File: src/rtl/pswa_pkg.sv
// Package for the per-id sliding window average unit.
// Holds field widths, stream packing widths, opcodes and parameter defaults.
// No dependencies.
package pswa_pkg;

  localparam int unsigned OPCODE_W   = 2;
  localparam int unsigned CHANNEL_W  = 6;
  localparam int unsigned INTERVAL_W = 40;
  localparam int unsigned AVERAGE_W  = 40;
  localparam int unsigned COUNT_W    = 32;

  // s_axis tdata: opcode, channel, process_interval, thread_interval
  localparam int unsigned IN_DATA_W  = 88;
  // m_axis tdata: process_average, thread_average, call_count
  localparam int unsigned OUT_DATA_W = 112;

  localparam int unsigned WINDOW_DEF    = 32;
  localparam int unsigned CHANNELS_DEF  = 64;
  localparam int unsigned TIME_BITS_DEF = 40;

  typedef enum logic [OPCODE_W-1:0] {
    OP_UPDATE = 2'd0,
    OP_CLEAR  = 2'd1,
    OP_READ   = 2'd2
  } op_e;

endpackage

File: src/rtl/pswa_meta_next.sv
// Next channel state for one item: window slide, clear or read.
// Depends on pswa_pkg (opcodes).
module pswa_meta_next #(
  parameter int unsigned WINDOW    = pswa_pkg::WINDOW_DEF,
  parameter int unsigned TIME_BITS = pswa_pkg::TIME_BITS_DEF,
  localparam int unsigned SLOT_W   = $clog2(WINDOW),
  localparam int unsigned FILL_W   = $clog2(WINDOW + 1)
) (
  input  logic [pswa_pkg::OPCODE_W-1:0] op_i,
  input  logic [SLOT_W-1:0]             slot_i,
  input  logic [FILL_W-1:0]             fill_i,
  input  logic [TIME_BITS-1:0]          psum_i,
  input  logic [TIME_BITS-1:0]          tsum_i,
  input  logic [pswa_pkg::COUNT_W-1:0]  cnt_i,
  input  logic [TIME_BITS-1:0]          pnew_q_i,  // new process interval / WINDOW
  input  logic [TIME_BITS-1:0]          tnew_q_i,  // new thread interval / WINDOW
  input  logic [TIME_BITS-1:0]          pold_q_i,  // oldest process entry / WINDOW
  input  logic [TIME_BITS-1:0]          told_q_i,  // oldest thread entry / WINDOW
  output logic [SLOT_W-1:0]             slot_o,
  output logic [FILL_W-1:0]             fill_o,
  output logic [TIME_BITS-1:0]          psum_o,
  output logic [TIME_BITS-1:0]          tsum_o,
  output logic [pswa_pkg::COUNT_W-1:0]  cnt_o,
  output logic                          hist_we_o
);

  logic                 full;
  logic [TIME_BITS-1:0] pold;
  logic [TIME_BITS-1:0] told;

  assign full = (fill_i == FILL_W'(WINDOW));
  assign pold = full ? pold_q_i : '0;
  assign told = full ? told_q_i : '0;

  always_comb begin
    slot_o    = slot_i;
    fill_o    = fill_i;
    psum_o    = psum_i;
    tsum_o    = tsum_i;
    cnt_o     = cnt_i;
    hist_we_o = 1'b0;
    unique case (op_i)
      pswa_pkg::OP_UPDATE: begin
        slot_o    = (slot_i == SLOT_W'(WINDOW - 1)) ? '0 : slot_i + SLOT_W'(1);
        fill_o    = full ? fill_i : fill_i + FILL_W'(1);
        psum_o    = psum_i - pold + pnew_q_i;
        tsum_o    = tsum_i - told + tnew_q_i;
        cnt_o     = cnt_i + pswa_pkg::COUNT_W'(1);
        hist_we_o = 1'b1;
      end
      pswa_pkg::OP_CLEAR: begin
        slot_o = '0;
        fill_o = '0;
        psum_o = '0;
        tsum_o = '0;
        cnt_o  = '0;
      end
      default: begin
        // read, and the unused code, leave the channel as it is
      end
    endcase
  end

endmodule

File: config.mk
export PLATFORM = sky130hd
export DESIGN_NAME = pswa_meta_next
export DESIGN_NICKNAME = d
export VERILOG_FILES = /design/src/rtl/pswa_pkg.sv /design/src/rtl/pswa_meta_next.sv
export SDC_FILE = /design/constraint.sdc
export NUM_CORES = 1
export LEC_CHECK = 0
export ABC_CLOCK_PERIOD_IN_PS = 19160
export BUFFER_PORTS_ARGS = -buffer_cell sky130_fd_sc_hd__buf_2
export CORE_ASPECT_RATIO = 0.7
export CORE_MARGIN = 5
export CORE_UTILIZATION = 41
export DETAILED_ROUTE_END_ITERATION = 6
export GPL_TIMING_DRIVEN = 0
export PLACE_DENSITY = 0.7
export SETUP_SLACK_MARGIN = 0.02
export SYNTH_ARGS = -nofsm -noshare
export SYNTH_HDL_FRONTEND = slang
export SYNTH_SLANG_ARGS = --single-unit
File: constraint.sdc
create_clock -name vclk -period 19.16
set_input_delay 3.832 -clock vclk [all_inputs]
set_output_delay 3.832 -clock vclk [all_outputs]
set_load 0.01 [all_outputs]
Word level (Yosys, flattened, before mapping)
Cells that the tools add are included.
Operators by class
  add/subtract/negate cells: 7
  multipliers: 0
  div/mod/pow operators: 0
  order comparisons: 0
  equal/unequal tests: 3
  shift-type cells: 0
  muxes and demuxes: 10
  bitwise gates (word level): 0
  reduce and logical (&&, ||, !) cells: 1
Operator list (number)
  $pmux W40 S2: 2
  $add A40 B40 Y40: 2
  $mux W40: 2
  $sub A40 B40 Y40: 2
  $pmux W32 S2: 1
  $add A32 B1 Y32 const B: 1
  $pmux W6 S2: 1
  $pmux W5 S2: 1
  $add A6 B1 Y6 const B: 1
  $eq A6 B6 Y1 const B: 1
  $mux W6: 1
  $add A5 B1 Y5 const B: 1
  $eq A5 B5 Y1 const B: 1
  $mux W5: 1
  $eq A2 B1 Y1 const B: 1
  $logic_not A2 Y1: 1
  $mux W1: 1
Word-level totals
  register bits: 0
  bits in latches: 0
  bits in writable memories: 0
  memory bits (read-only): 0
  output and inout bits: 124
  logic and storage cells: 21
  memories kept: 0

Longest topological paths before layout
Gate-level depths: netlist of the first run.
  depth after elaboration: 5
  depth in mapped cells: 20
  depth with buffers taken out: 18

Worst setup path before layout of the first run
OpenSTA, ideal clock, no wires.
  path type: in2out
  start point: in fill_i[0]
  end point: out psum_o[35]
  arrival: 7.694 ns
  slack: 7.634 ns
  stages on the path: 19
  path through: inv_1 -> ha_1 -> nand2_1 -> nor4_1 -> clkbuf_1 -> clkbuf_1 -> and2_1 -> fa_1 -> inv_1 -> ha_1 -> clkbuf_1 -> a211o_1 -> o211ai_1 -> a21oi_1 -> nor3_2 -> o21ai_1 -> a2111oi_0 -> xor2_1 -> o31ai_1
Between the ends
  cells in the longest elaborated chain, start to end: 5
RTL lines
  from (decl): RTL line pswa_meta_next.sv:11  | input logic [FILL_W-1:0] fill_i,
  $eq A6 B6 Y1: RTL line pswa_meta_next.sv:31  | assign full = (fill_i == FILL_W'(WINDOW));
  $mux W40: RTL line pswa_meta_next.sv:32  | assign pold = full ? pold_q_i : '0;
  $sub A40 B40 Y40: RTL line pswa_meta_next.sv:46  | psum_o = psum_i - pold + pnew_q_i;
  $add A40 B40 Y40: RTL line pswa_meta_next.sv:46
  $pmux W40 S2: RTL line pswa_meta_next.sv:42  | unique case (op_i)
  to (decl): RTL line pswa_meta_next.sv:21  | output logic [TIME_BITS-1:0] psum_o,
Every way passes these cells.

Final worst setup path of the first run
  start point: in fill_i[0]
  end point: out psum_o[36]
Same word-level chain as after synthesis.

==> results.md, run 1 <==
* Leakage at 6.81 nW
* Syn Area/Cell at 6.41 um2
* Count of cells resized by post-cts repair at 0
* Via count normalized by instance count at 5.34
* Top-area cell type share of the netlist area at 15.8%
* Warnings from Yosys at 0
* First-pass GRT wire length at 62100 um
* Worst rel slew slack at 29.9%
* Final TNS setup at 0 ns
* Area added between synthesis and finish at 24.9%
* Max_cap viols at 0
* Proportion of power drawn by combinational gates at 100.0%
* Horizontal die dimension at 195 um
* Storage element area at 0 um2
* Crit end category: output pin
* Final number of hold-violating endpoints at 0
* DRT antenna net count at 0
* Setup repair after global routing missed its margin: no
* Biggest area contributors in the synthesized netlist: sky130_fd_sc_hd__fa_1 (16%), sky130_fd_sc_hd__inv_1 (13%), sky130_fd_sc_hd__ha_1 (11%)
* Relative contribution of sequential cells to total power at 0%
* Routed wire length per instance at 17.6 um
* Count of buffers from port buffering at 408
* Post-CTS setup buffers at 0
* Layout clock buffer count at 0
* Hold path depth at 4
* Highest clock frequency the design can meet at 0.0740 GHz
* Global router's overall resource usage at 27.3%
* Number of placed cells counting well taps at 2265
* Synth Instances at 1539
* Fraction of layout cells with a size suffix above 1 at 22.0%
* Worst hold endpoint: psum_o[13]
* Transition at the pin with the smallest max-transition slack at 1.05 ns
* Critical Path RT at 15.33 ns
* Synthesized net count at 1987
* Total congestion overflow after global routing at 0
* Minimum clock period after layout at 13.50 ns
* Seq_cells at 0
* Die height at 140 um
* Floorplan core area at 0.0237 mm2
* Vias post-DR at 12100
* Total power per unit cell area at 36.3 mW/mm2
* Net switching power at 270 uW
* Maximum number of pins on one net before global-route repair at 11
* Number of design rule violations left after detail routing at 0
* Library cells used by synthesis at 70
* Rows at 47
* Number of global-route vias before repair at 11800
* Setup violation total in the final timing report at 0
* Part of the power in the clock network at 0%
* Area enclosed by the die boundary at 0.0273 mm2
* Startpoint of the lowest-slack hold path: psum_i[13]
* Cell taking the most area after synthesis: sky130_fd_sc_hd__fa_1
* Slew Viols, Final at 0
* First-pass iteration count of the detailed router at 5
* Area of the mapped netlist at 0.00987 mm2
* Share of the clock period used by the worst path at 70.5%
* Number of DRC markers in iteration 0 at 864
* Number of I/O pins at 409
* Max IR drop VDD at 0.0164 mV
* Net total in the final layout at 2397
* Starting density of the core at 41.6%
* Antenna violations before repair at 3
* Fraction of power spent switching nets at 60.3%
* Cell with the most instances after synthesis: sky130_fd_sc_hd__inv_1
* RePlAce Congestion at 0.982
* Register area share after synthesis at 0%
* Internal Power at 177 uW
* Classification of the worst setup path: in2out
* Run status: finished, final reports clean
* Post-CTS Hold Buffers at 0
* Type of the tightest min-delay check: in2out
* Dpl hpwl at 34300 um
* Total wire length at 39900 um
* Endpoint arrival time on the critical path at 9.67 ns
* Startpoint Class: primary input
* Number of standard cells in the final layout excluding fillers at 2268
* Top cell types by occurrence after synthesis: sky130_fd_sc_hd__inv_1 (329), sky130_fd_sc_hd__nand2_1 (167), sky130_fd_sc_hd__o21ai_0 (127), sky130_fd_sc_hd__a21oi_1 (104), sky130_fd_sc_hd__ha_1 (85)
* Biggest fanout along the worst timing path at 10
[per-layer routing]
metal | up-vias | track usage (%) | wire (um)
li1 | 5902 | - | -
met1 | 5634 | 39.0 | 18100
met2 | 512 | 43.9 | 17400
met3 | 60 | 3.91 | 3310
met4 | 0 | 6.10 | 1020
met5 | - | 0 | 0
[area by class of cell]
class	instances	area [um2]
Antenna cell	3	7.51
Buffer	69	264
Fill cell	2462	11400
Inverter	329	1230
Multi-Input combinational cell	1141	8380
Tap cell	318	398
Timing Repair Buffer	408	2040
[worst max path at each step]
stage / start / end / slack, ns / cells past startpoint
final: fill_i[0] / psum_o[36] / 5.66 / 21
after global placement: fill_i[0] / psum_o[36] / 5.37 / 21
after floorplan: fill_i[0] / psum_o[35] / 7.63 / 19
after detailed placement: fill_i[0] / psum_o[36] / 5.85 / 21
after CTS: fill_i[0] / psum_o[36] / 5.82 / 21
after global routing: fill_i[0] / psum_o[36] / 5.42 / 21
[worst max-delay path, cell delays in order]
cell                       delay (ns)
sky130_fd_sc_hd__buf_2           0.14
sky130_fd_sc_hd__inv_1           0.06
sky130_fd_sc_hd__ha_1            0.14
sky130_fd_sc_hd__nand2_1         0.06
sky130_fd_sc_hd__nor4_2          0.63
sky130_fd_sc_hd__clkbuf_1        0.51
sky130_fd_sc_hd__clkbuf_1        0.45
sky130_fd_sc_hd__and2_1          0.24
sky130_fd_sc_hd__fa_1            0.41
sky130_fd_sc_hd__inv_1           0.06
sky130_fd_sc_hd__ha_1            0.22
sky130_fd_sc_hd__clkbuf_1        0.19
sky130_fd_sc_hd__a21oi_1         0.19
sky130_fd_sc_hd__a21boi_0        0.13
sky130_fd_sc_hd__o311ai_1        0.56
sky130_fd_sc_hd__a31oi_1         0.40
sky130_fd_sc_hd__a211oi_1        0.59
sky130_fd_sc_hd__a31oi_1         0.23
sky130_fd_sc_hd__xnor2_1         0.17
sky130_fd_sc_hd__o21ai_0         0.27
sky130_fd_sc_hd__buf_2           0.20
[layout by cell type, fill, tap and decap left out, types with 25 or more instances in the layout]
cell,netlist,final
sky130_fd_sc_hd__xnor2_1,34,34
sky130_fd_sc_hd__buf_2,3,411
sky130_fd_sc_hd__a21oi_1,104,104
sky130_fd_sc_hd__xor2_1,28,28
sky130_fd_sc_hd__nor3_1,31,31
sky130_fd_sc_hd__nand2_1,167,167
sky130_fd_sc_hd__fa_1,78,78
sky130_fd_sc_hd__nand3_1,36,36
sky130_fd_sc_hd__nor2_1,77,77
sky130_fd_sc_hd__a21o_1,35,35
sky130_fd_sc_hd__ha_1,85,85
sky130_fd_sc_hd__nand4_1,25,25
sky130_fd_sc_hd__inv_1,329,329
sky130_fd_sc_hd__clkbuf_1,60,60
sky130_fd_sc_hd__and2_1,84,84
sky130_fd_sc_hd__o21ai_0,127,127
[metrics by stage]
step                      hold slack, ns  setup slack (ns)  utilization (%)  area (um2)  power (mW)
after global routing                8.00              5.42             52.0       12300       0.495
after global placement              7.97              5.37             51.9       12300       0.432
final                               7.97              5.66             52.0       12300       0.447
after floorplan                     7.79              7.63                -        9870       0.290
after CTS                           7.98              5.82             52.0       12300       0.441
after detailed placement            7.98              5.85             52.0       12300       0.438
[cell families (layout without fill, tap and decap cells)]
kind of cell | after synthesis | in the layout | share of synthesized area [%]
xor+xnor | 62 | 62 | 5.50
other cells | 0 | 3 | 0
simple gates | 489 | 489 | 24.6
fa+ha+maj | 163 | 163 | 26.6
mux | 23 | 23 | 2.33
compound gates | 404 | 404 | 25.7
buf+inv | 398 | 806 | 15.2
[power groups by stage]
stage | logic (mW) | registers (mW) | clock network [mW]
final | 0.447 | 0 | 0.0000000210
after floorplan | 0.290 | 0 | 0
after global placement | 0.432 | 0 | 0
after CTS | 0.441 | 0 | 0
after detailed placement | 0.438 | 0 | 0
after global routing | 0.495 | 0 | 0.0000000210
No activity file was read; power rests on OpenSTA's default activity.
==> inputs of run 2 (changes only) <==
Settings changed: ABC_CLOCK_PERIOD_IN_PS 19160 to 10950, PLACE_DENSITY 0.7 to 0.73.
Clock period 19.16 ns to 10.95 ns, I/O delays scaled along.
==> run 2 against run 1 <==
  * Cell count about the same
  * Hold slack got worse by 3.3 ns
  * Power increased by 76%
  * Sequential share of layout area unchanged
  * Non-clock buffer count unchanged
  * Flip-flop and latch count unchanged
  * Via count increased by 1.7%
  * Clock-buffer cell count unchanged
  * First-iteration DRC count increased by 4.2%
  * Cell area about the same
  * Combinational power increased by 76%
==> results.md, run 2 (synthesized netlist as in run 1, its figures left out) <==
* Post-CTS setup buffers at 0
* Number of design rule violations left after detail routing at 0
* Final TNS setup at 0 ns
* Setup violation total in the final timing report at 0
* Leakage at 6.81 nW
* Setup repair after global routing missed its margin: no
* Final number of hold-violating endpoints at 0
* Number of DRC markers in iteration 0 at 900
* Crit end category: output pin
* Die height at 140 um
* Fraction of power spent switching nets at 60.5%
* Met3 GRT Util at 4.61%
* Storage element area at 0 um2
* Final core utilization at 52.0%
* Net switching power at 476 uW
* Internal Power at 311 uW
* Total design power at 786 uW
* Starting density of the core at 41.6%
* DRT antenna net count at 0
* Highest clock frequency the design can meet at 0.0972 GHz
* Top library cells by usage in the layout, fill and taps aside: sky130_fd_sc_hd__buf_2 (411), sky130_fd_sc_hd__inv_1 (329), sky130_fd_sc_hd__nand2_1 (167), sky130_fd_sc_hd__o21ai_0 (127), sky130_fd_sc_hd__a21oi_1 (104)
* RePlAce Congestion at 0.964
* Antenna violations before repair at 5
* Layout filler cell count at 2481
* Biggest fanout along the worst timing path at 10
* Number of standard cells in the final layout excluding fillers at 2269
* Post-CTS Hold Buffers at 0
* First-pass GRT wire length at 63800 um
* Total congestion overflow after global routing at 0
* Seq_cells at 0
* Total power per unit cell area at 63.8 mW/mm2
* Proportion of power drawn by combinational gates at 100.0%
* Max_cap viols at 0
* Slew Viols, Final at 0
* Via count normalized by instance count at 5.43
* Relative contribution of sequential cells to total power at 0%
* Count of cells resized by post-cts repair at 0
* Classification of the worst setup path: in2out
* Rows at 47
* Count of buffers from port buffering at 408
* Most frequent standard cell in the layout excluding fill and tap cells: sky130_fd_sc_hd__buf_2
* Startpoint Class: primary input
* Critical Path RT at 8.76 ns
* Minimum clock period after layout at 10.29 ns
* Number of I/O pins at 409
* Floorplan core area at 0.0237 mm2
* Met2 track demand over resource at 44.8%
* Fraction of layout cells with a size suffix above 1 at 22.0%
* Dpl hpwl at 34600 um
* Global routing usage on met1 at 40.4%
* Share of the clock period used by the worst path at 94.0%
* First-pass iteration count of the detailed router at 5
* Total wire length at 40600 um
* Net total in the final layout at 2397
* Run status: finished, final reports clean
* Transition at the pin with the smallest max-transition slack at 1.10 ns
* Worst rel slew slack at 26.7%
* Endpoint arrival time on the critical path at 8.10 ns
* Most heavily used metal layer in global routing: met2
* Number of global-route vias before repair at 12000
* Routed wire length per instance at 17.9 um
* Max IR drop VDD at 0.0294 mV
* Layout clock buffer count at 0
* Number of placed cells counting well taps at 2265
* Vias post-DR at 12300
* Type of the tightest min-delay check: in2out
* Global router's overall resource usage at 28.1%
* Horizontal die dimension at 195 um
* Part of the power in the clock network at 0%
* Area added between synthesis and finish at 24.9%
* Area enclosed by the die boundary at 0.0273 mm2
* Maximum number of pins on one net before global-route repair at 11
run 2: layer usage:
| metal | up-vias | wire length (um) |
|---|---|---|
| met1 | 5750 | 18100 |
| met5 | - | 13 |
| li1 | 5896 | - |
| met2 | 611 | 17800 |
| met4 | 2 | 887 |
| met3 | 54 | 3840 |
run 2: power by group through the flow:
stage               combinational (mW)  sequential (mW)    clock [mW]
finish                           0.786                0  0.0000000489
floorplan                        0.507                0             0
global placement                 0.758                0             0
global route                     0.870                0  0.0000000488
detailed placement               0.768                0             0
CTS                              0.774                0             0
run 2: worst paths after layout:
path | from | to | slack, ns | depth (start not counted)
worst max-delay path | fill_i[0] | psum_o[36] | 0.66 | 21
worst min-delay path | psum_i[13] | psum_o[13] | 4.69 | 4
run 2: worst max-delay path, stage by stage:
cell and delay (ns):
sky130_fd_sc_hd__buf_2 0.14, sky130_fd_sc_hd__inv_1 0.06, sky130_fd_sc_hd__ha_1 0.14, sky130_fd_sc_hd__nand2_1 0.07
sky130_fd_sc_hd__nor4_2 0.76, sky130_fd_sc_hd__clkbuf_1 0.57, sky130_fd_sc_hd__clkbuf_1 0.47, sky130_fd_sc_hd__and2_1 0.22
sky130_fd_sc_hd__fa_1 0.41, sky130_fd_sc_hd__inv_1 0.07, sky130_fd_sc_hd__ha_1 0.22, sky130_fd_sc_hd__clkbuf_1 0.18
sky130_fd_sc_hd__a21oi_1 0.19, sky130_fd_sc_hd__a21boi_0 0.13, sky130_fd_sc_hd__o311ai_1 0.56, sky130_fd_sc_hd__a31oi_1 0.37
sky130_fd_sc_hd__a211oi_1 0.54, sky130_fd_sc_hd__a31oi_1 0.21, sky130_fd_sc_hd__xnor2_1 0.16, sky130_fd_sc_hd__o21ai_0 0.22
sky130_fd_sc_hd__buf_2 0.18
run 2: area by class of cell:
class	count	area, um2	area share [%]
Multi-Input combinational cell	1141	8380	68.0
Timing Repair Buffer	408	2040	16.6
Inverter	329	1230	10.0
Tap cell	318	398	3.23
Buffer	69	264	2.14
Antenna cell	4	10.0	0.0812
run 2: through the flow:
| stage | setup WS (ns) | hold WS [ns] | instance area (um2) |
|---|---|---|---|
| floorplan | 2.71 | 4.51 | 9870 |
| global placement | 0.388 | 4.69 | 12300 |
| detailed placement | 0.822 | 4.69 | 12300 |
| CTS | 0.776 | 4.69 | 12300 |
| global route | 0.373 | 4.71 | 12300 |
| finish | 0.662 | 4.69 | 12300 |
==> inputs of run 3 (changes only) <==
Settings changed: ABC_CLOCK_PERIOD_IN_PS 10950 to 12900, BUFFER_PORTS_ARGS -buffer_cell sky130_fd_sc_hd__buf_2 to not set, DONT_BUFFER_PORTS set to 1, PLACE_DENSITY 0.73 to not set.
Clock period 10.95 ns to 12.9 ns, I/O delays scaled along.
==> run 3 against run 2 <==
  * Cell area is 17% lower
  * Via count fell by 14%
  * Sequential share of layout area unchanged
  * Global-route usage decreased by 1.7 points
  * Power fell by 27%
  * Combinational power fell by 27%
  * Clock-buffer cell count unchanged
  * Cell count fell by 18%
  * Non-clock buffer count shrank 407
  * Hold slack gained 0.61 ns
  * First-iteration DRC count fell by 18%
  * Core utilization decreased by 8.6 points
==> results.md, run 3 (synthesized netlist as in run 1, its figures left out) <==
* Layout filler cell count at 2606
* Worst rel slew slack at 19.6%
* Count of cells resized by post-cts repair at 0
* Transition at the pin with the smallest max-transition slack at 1.21 ns
* RePlAce Congestion at 0.973
* Number of global-route vias before repair at 10200
* Classification of the worst setup path: in2out
* Seq_cells at 0
* Share of the clock period used by the worst path at 81.8%
* Endpoint arrival time on the critical path at 7.98 ns
* Maximum number of pins on one net before global-route repair at 11
* Number of design rule violations left after detail routing at 0
* Total congestion overflow after global routing at 0
* Rows at 47
* Number of placed cells counting well taps at 1858
* Number of DRC markers in iteration 0 at 742
* Total wire length at 38700 um
* Highest clock frequency the design can meet at 0.0947 GHz
* Starting density of the core at 41.6%
* Number of standard cells in the final layout excluding fillers at 1860
* Leakage at 5.15 nW
* Final TNS setup at 0 ns
* Total power per unit cell area at 55.7 mW/mm2
* Number of I/O pins at 409
* Biggest fanout along the worst timing path at 10
* Global routing usage on met1 at 37.6%
* First-pass GRT wire length at 58600 um
* Layout clock buffer count at 0
* Max IR drop VDD at 0.0227 mV
* Most frequent standard cell in the layout excluding fill and tap cells: sky130_fd_sc_hd__inv_1
* Storage element area at 0 um2
* Minimum clock period after layout at 10.56 ns
* Setup violation total in the final timing report at 0
* Type of the tightest min-delay check: in2out
* Max_cap viols at 0
* Vias post-DR at 10600
* Floorplan core area at 0.0237 mm2
* Fraction of layout cells with a size suffix above 1 at 1.43%
* Count of buffers from port buffering at 0
* DRT antenna net count at 0
* Run status: finished, final reports clean
* Die height at 140 um
* Dpl hpwl at 33100 um
* Horizontal die dimension at 195 um
* Met3 GRT Util at 5.32%
* Routed wire length per instance at 20.8 um
* Top library cells by usage in the layout, fill and taps aside: sky130_fd_sc_hd__inv_1 (329), sky130_fd_sc_hd__nand2_1 (167), sky130_fd_sc_hd__o21ai_0 (127), sky130_fd_sc_hd__a21oi_1 (104), sky130_fd_sc_hd__ha_1 (85)
* Final number of hold-violating endpoints at 0
* Area added between synthesis and finish at 4.22%
* Critical Path RT at 10.32 ns
* Post-CTS Hold Buffers at 0
* Setup repair after global routing missed its margin: no
* Area enclosed by the die boundary at 0.0273 mm2
* Startpoint Class: primary input
* Antenna violations before repair at 2
* Most heavily used metal layer in global routing: met2
* Global router's overall resource usage at 26.4%
* First-pass iteration count of the detailed router at 7
* Crit end category: output pin
* Final core utilization at 43.4%
* Post-CTS setup buffers at 0
* Slew Viols, Final at 0
* Via count normalized by instance count at 5.68
* Net total in the final layout at 1990
* Met2 track demand over resource at 41.4%
-- run 3: final cells by class --
class              instances  area, um2  area share (%)
diodes                     2       5.00          0.0487
plain buffers             69        264            2.57
inverters                329       1230            12.0
multi-input cells       1141       8380            81.4
well taps                318        398            3.87
repair buffers             1       7.51          0.0730
-- run 3: report_power, final --
| part | internal (mW) | total [mW] | switching [mW] |
|---|---|---|---|
| clock | 0.0000000207 | 0.0000000207 | 0 |
| combinational | 0.206 | 0.573 | 0.367 |
| sequential | 0 | 0 | 0 |
-- run 3: worst max-delay path, cell delays in order --
cell                       delay, ns
sky130_fd_sc_hd__inv_1          0.04
sky130_fd_sc_hd__ha_1           0.13
sky130_fd_sc_hd__nand2_1        0.06
sky130_fd_sc_hd__nor4_2         0.38
sky130_fd_sc_hd__clkbuf_1       0.54
sky130_fd_sc_hd__clkbuf_1       0.48
sky130_fd_sc_hd__and2_1         0.23
sky130_fd_sc_hd__fa_1           0.41
sky130_fd_sc_hd__inv_1          0.07
sky130_fd_sc_hd__ha_1           0.22
sky130_fd_sc_hd__clkbuf_1       0.19
sky130_fd_sc_hd__a21oi_1        0.18
sky130_fd_sc_hd__a21boi_0       0.14
sky130_fd_sc_hd__o311ai_1       0.59
sky130_fd_sc_hd__a31oi_1        0.40
sky130_fd_sc_hd__a211oi_1       0.55
sky130_fd_sc_hd__a31oi_1        0.20
sky130_fd_sc_hd__xnor2_1        0.16
sky130_fd_sc_hd__o21ai_0        0.41
-- run 3: per-layer routing --
layer	vias to the layer above	wire, um
li1	5075	-
met1	4962	17800
met2	473	16500
met3	58	3360
met4	0	1030
met5	-	0
-- run 3: worst paths after layout --
path | depth (start not counted) | start | end
max | 19 | fill_i[0] | psum_o[36]
min | 2 | psum_i[35] | psum_o[35]
-- run 3: stage by stage --
step / worst slack [ns] / total power [mW] / area [um2] / hold WS, ns
after detailed placement: 2.44 / 0.564 / 10300 / 5.31
after global placement: 1.55 / 0.559 / 10300 / 5.31
after floorplan: 3.88 / 0.431 / 9870 / 5.29
after CTS: 2.41 / 0.568 / 10300 / 5.31
after global routing: 2.09 / 0.638 / 10300 / 5.32
final: 2.34 / 0.573 / 10300 / 5.31
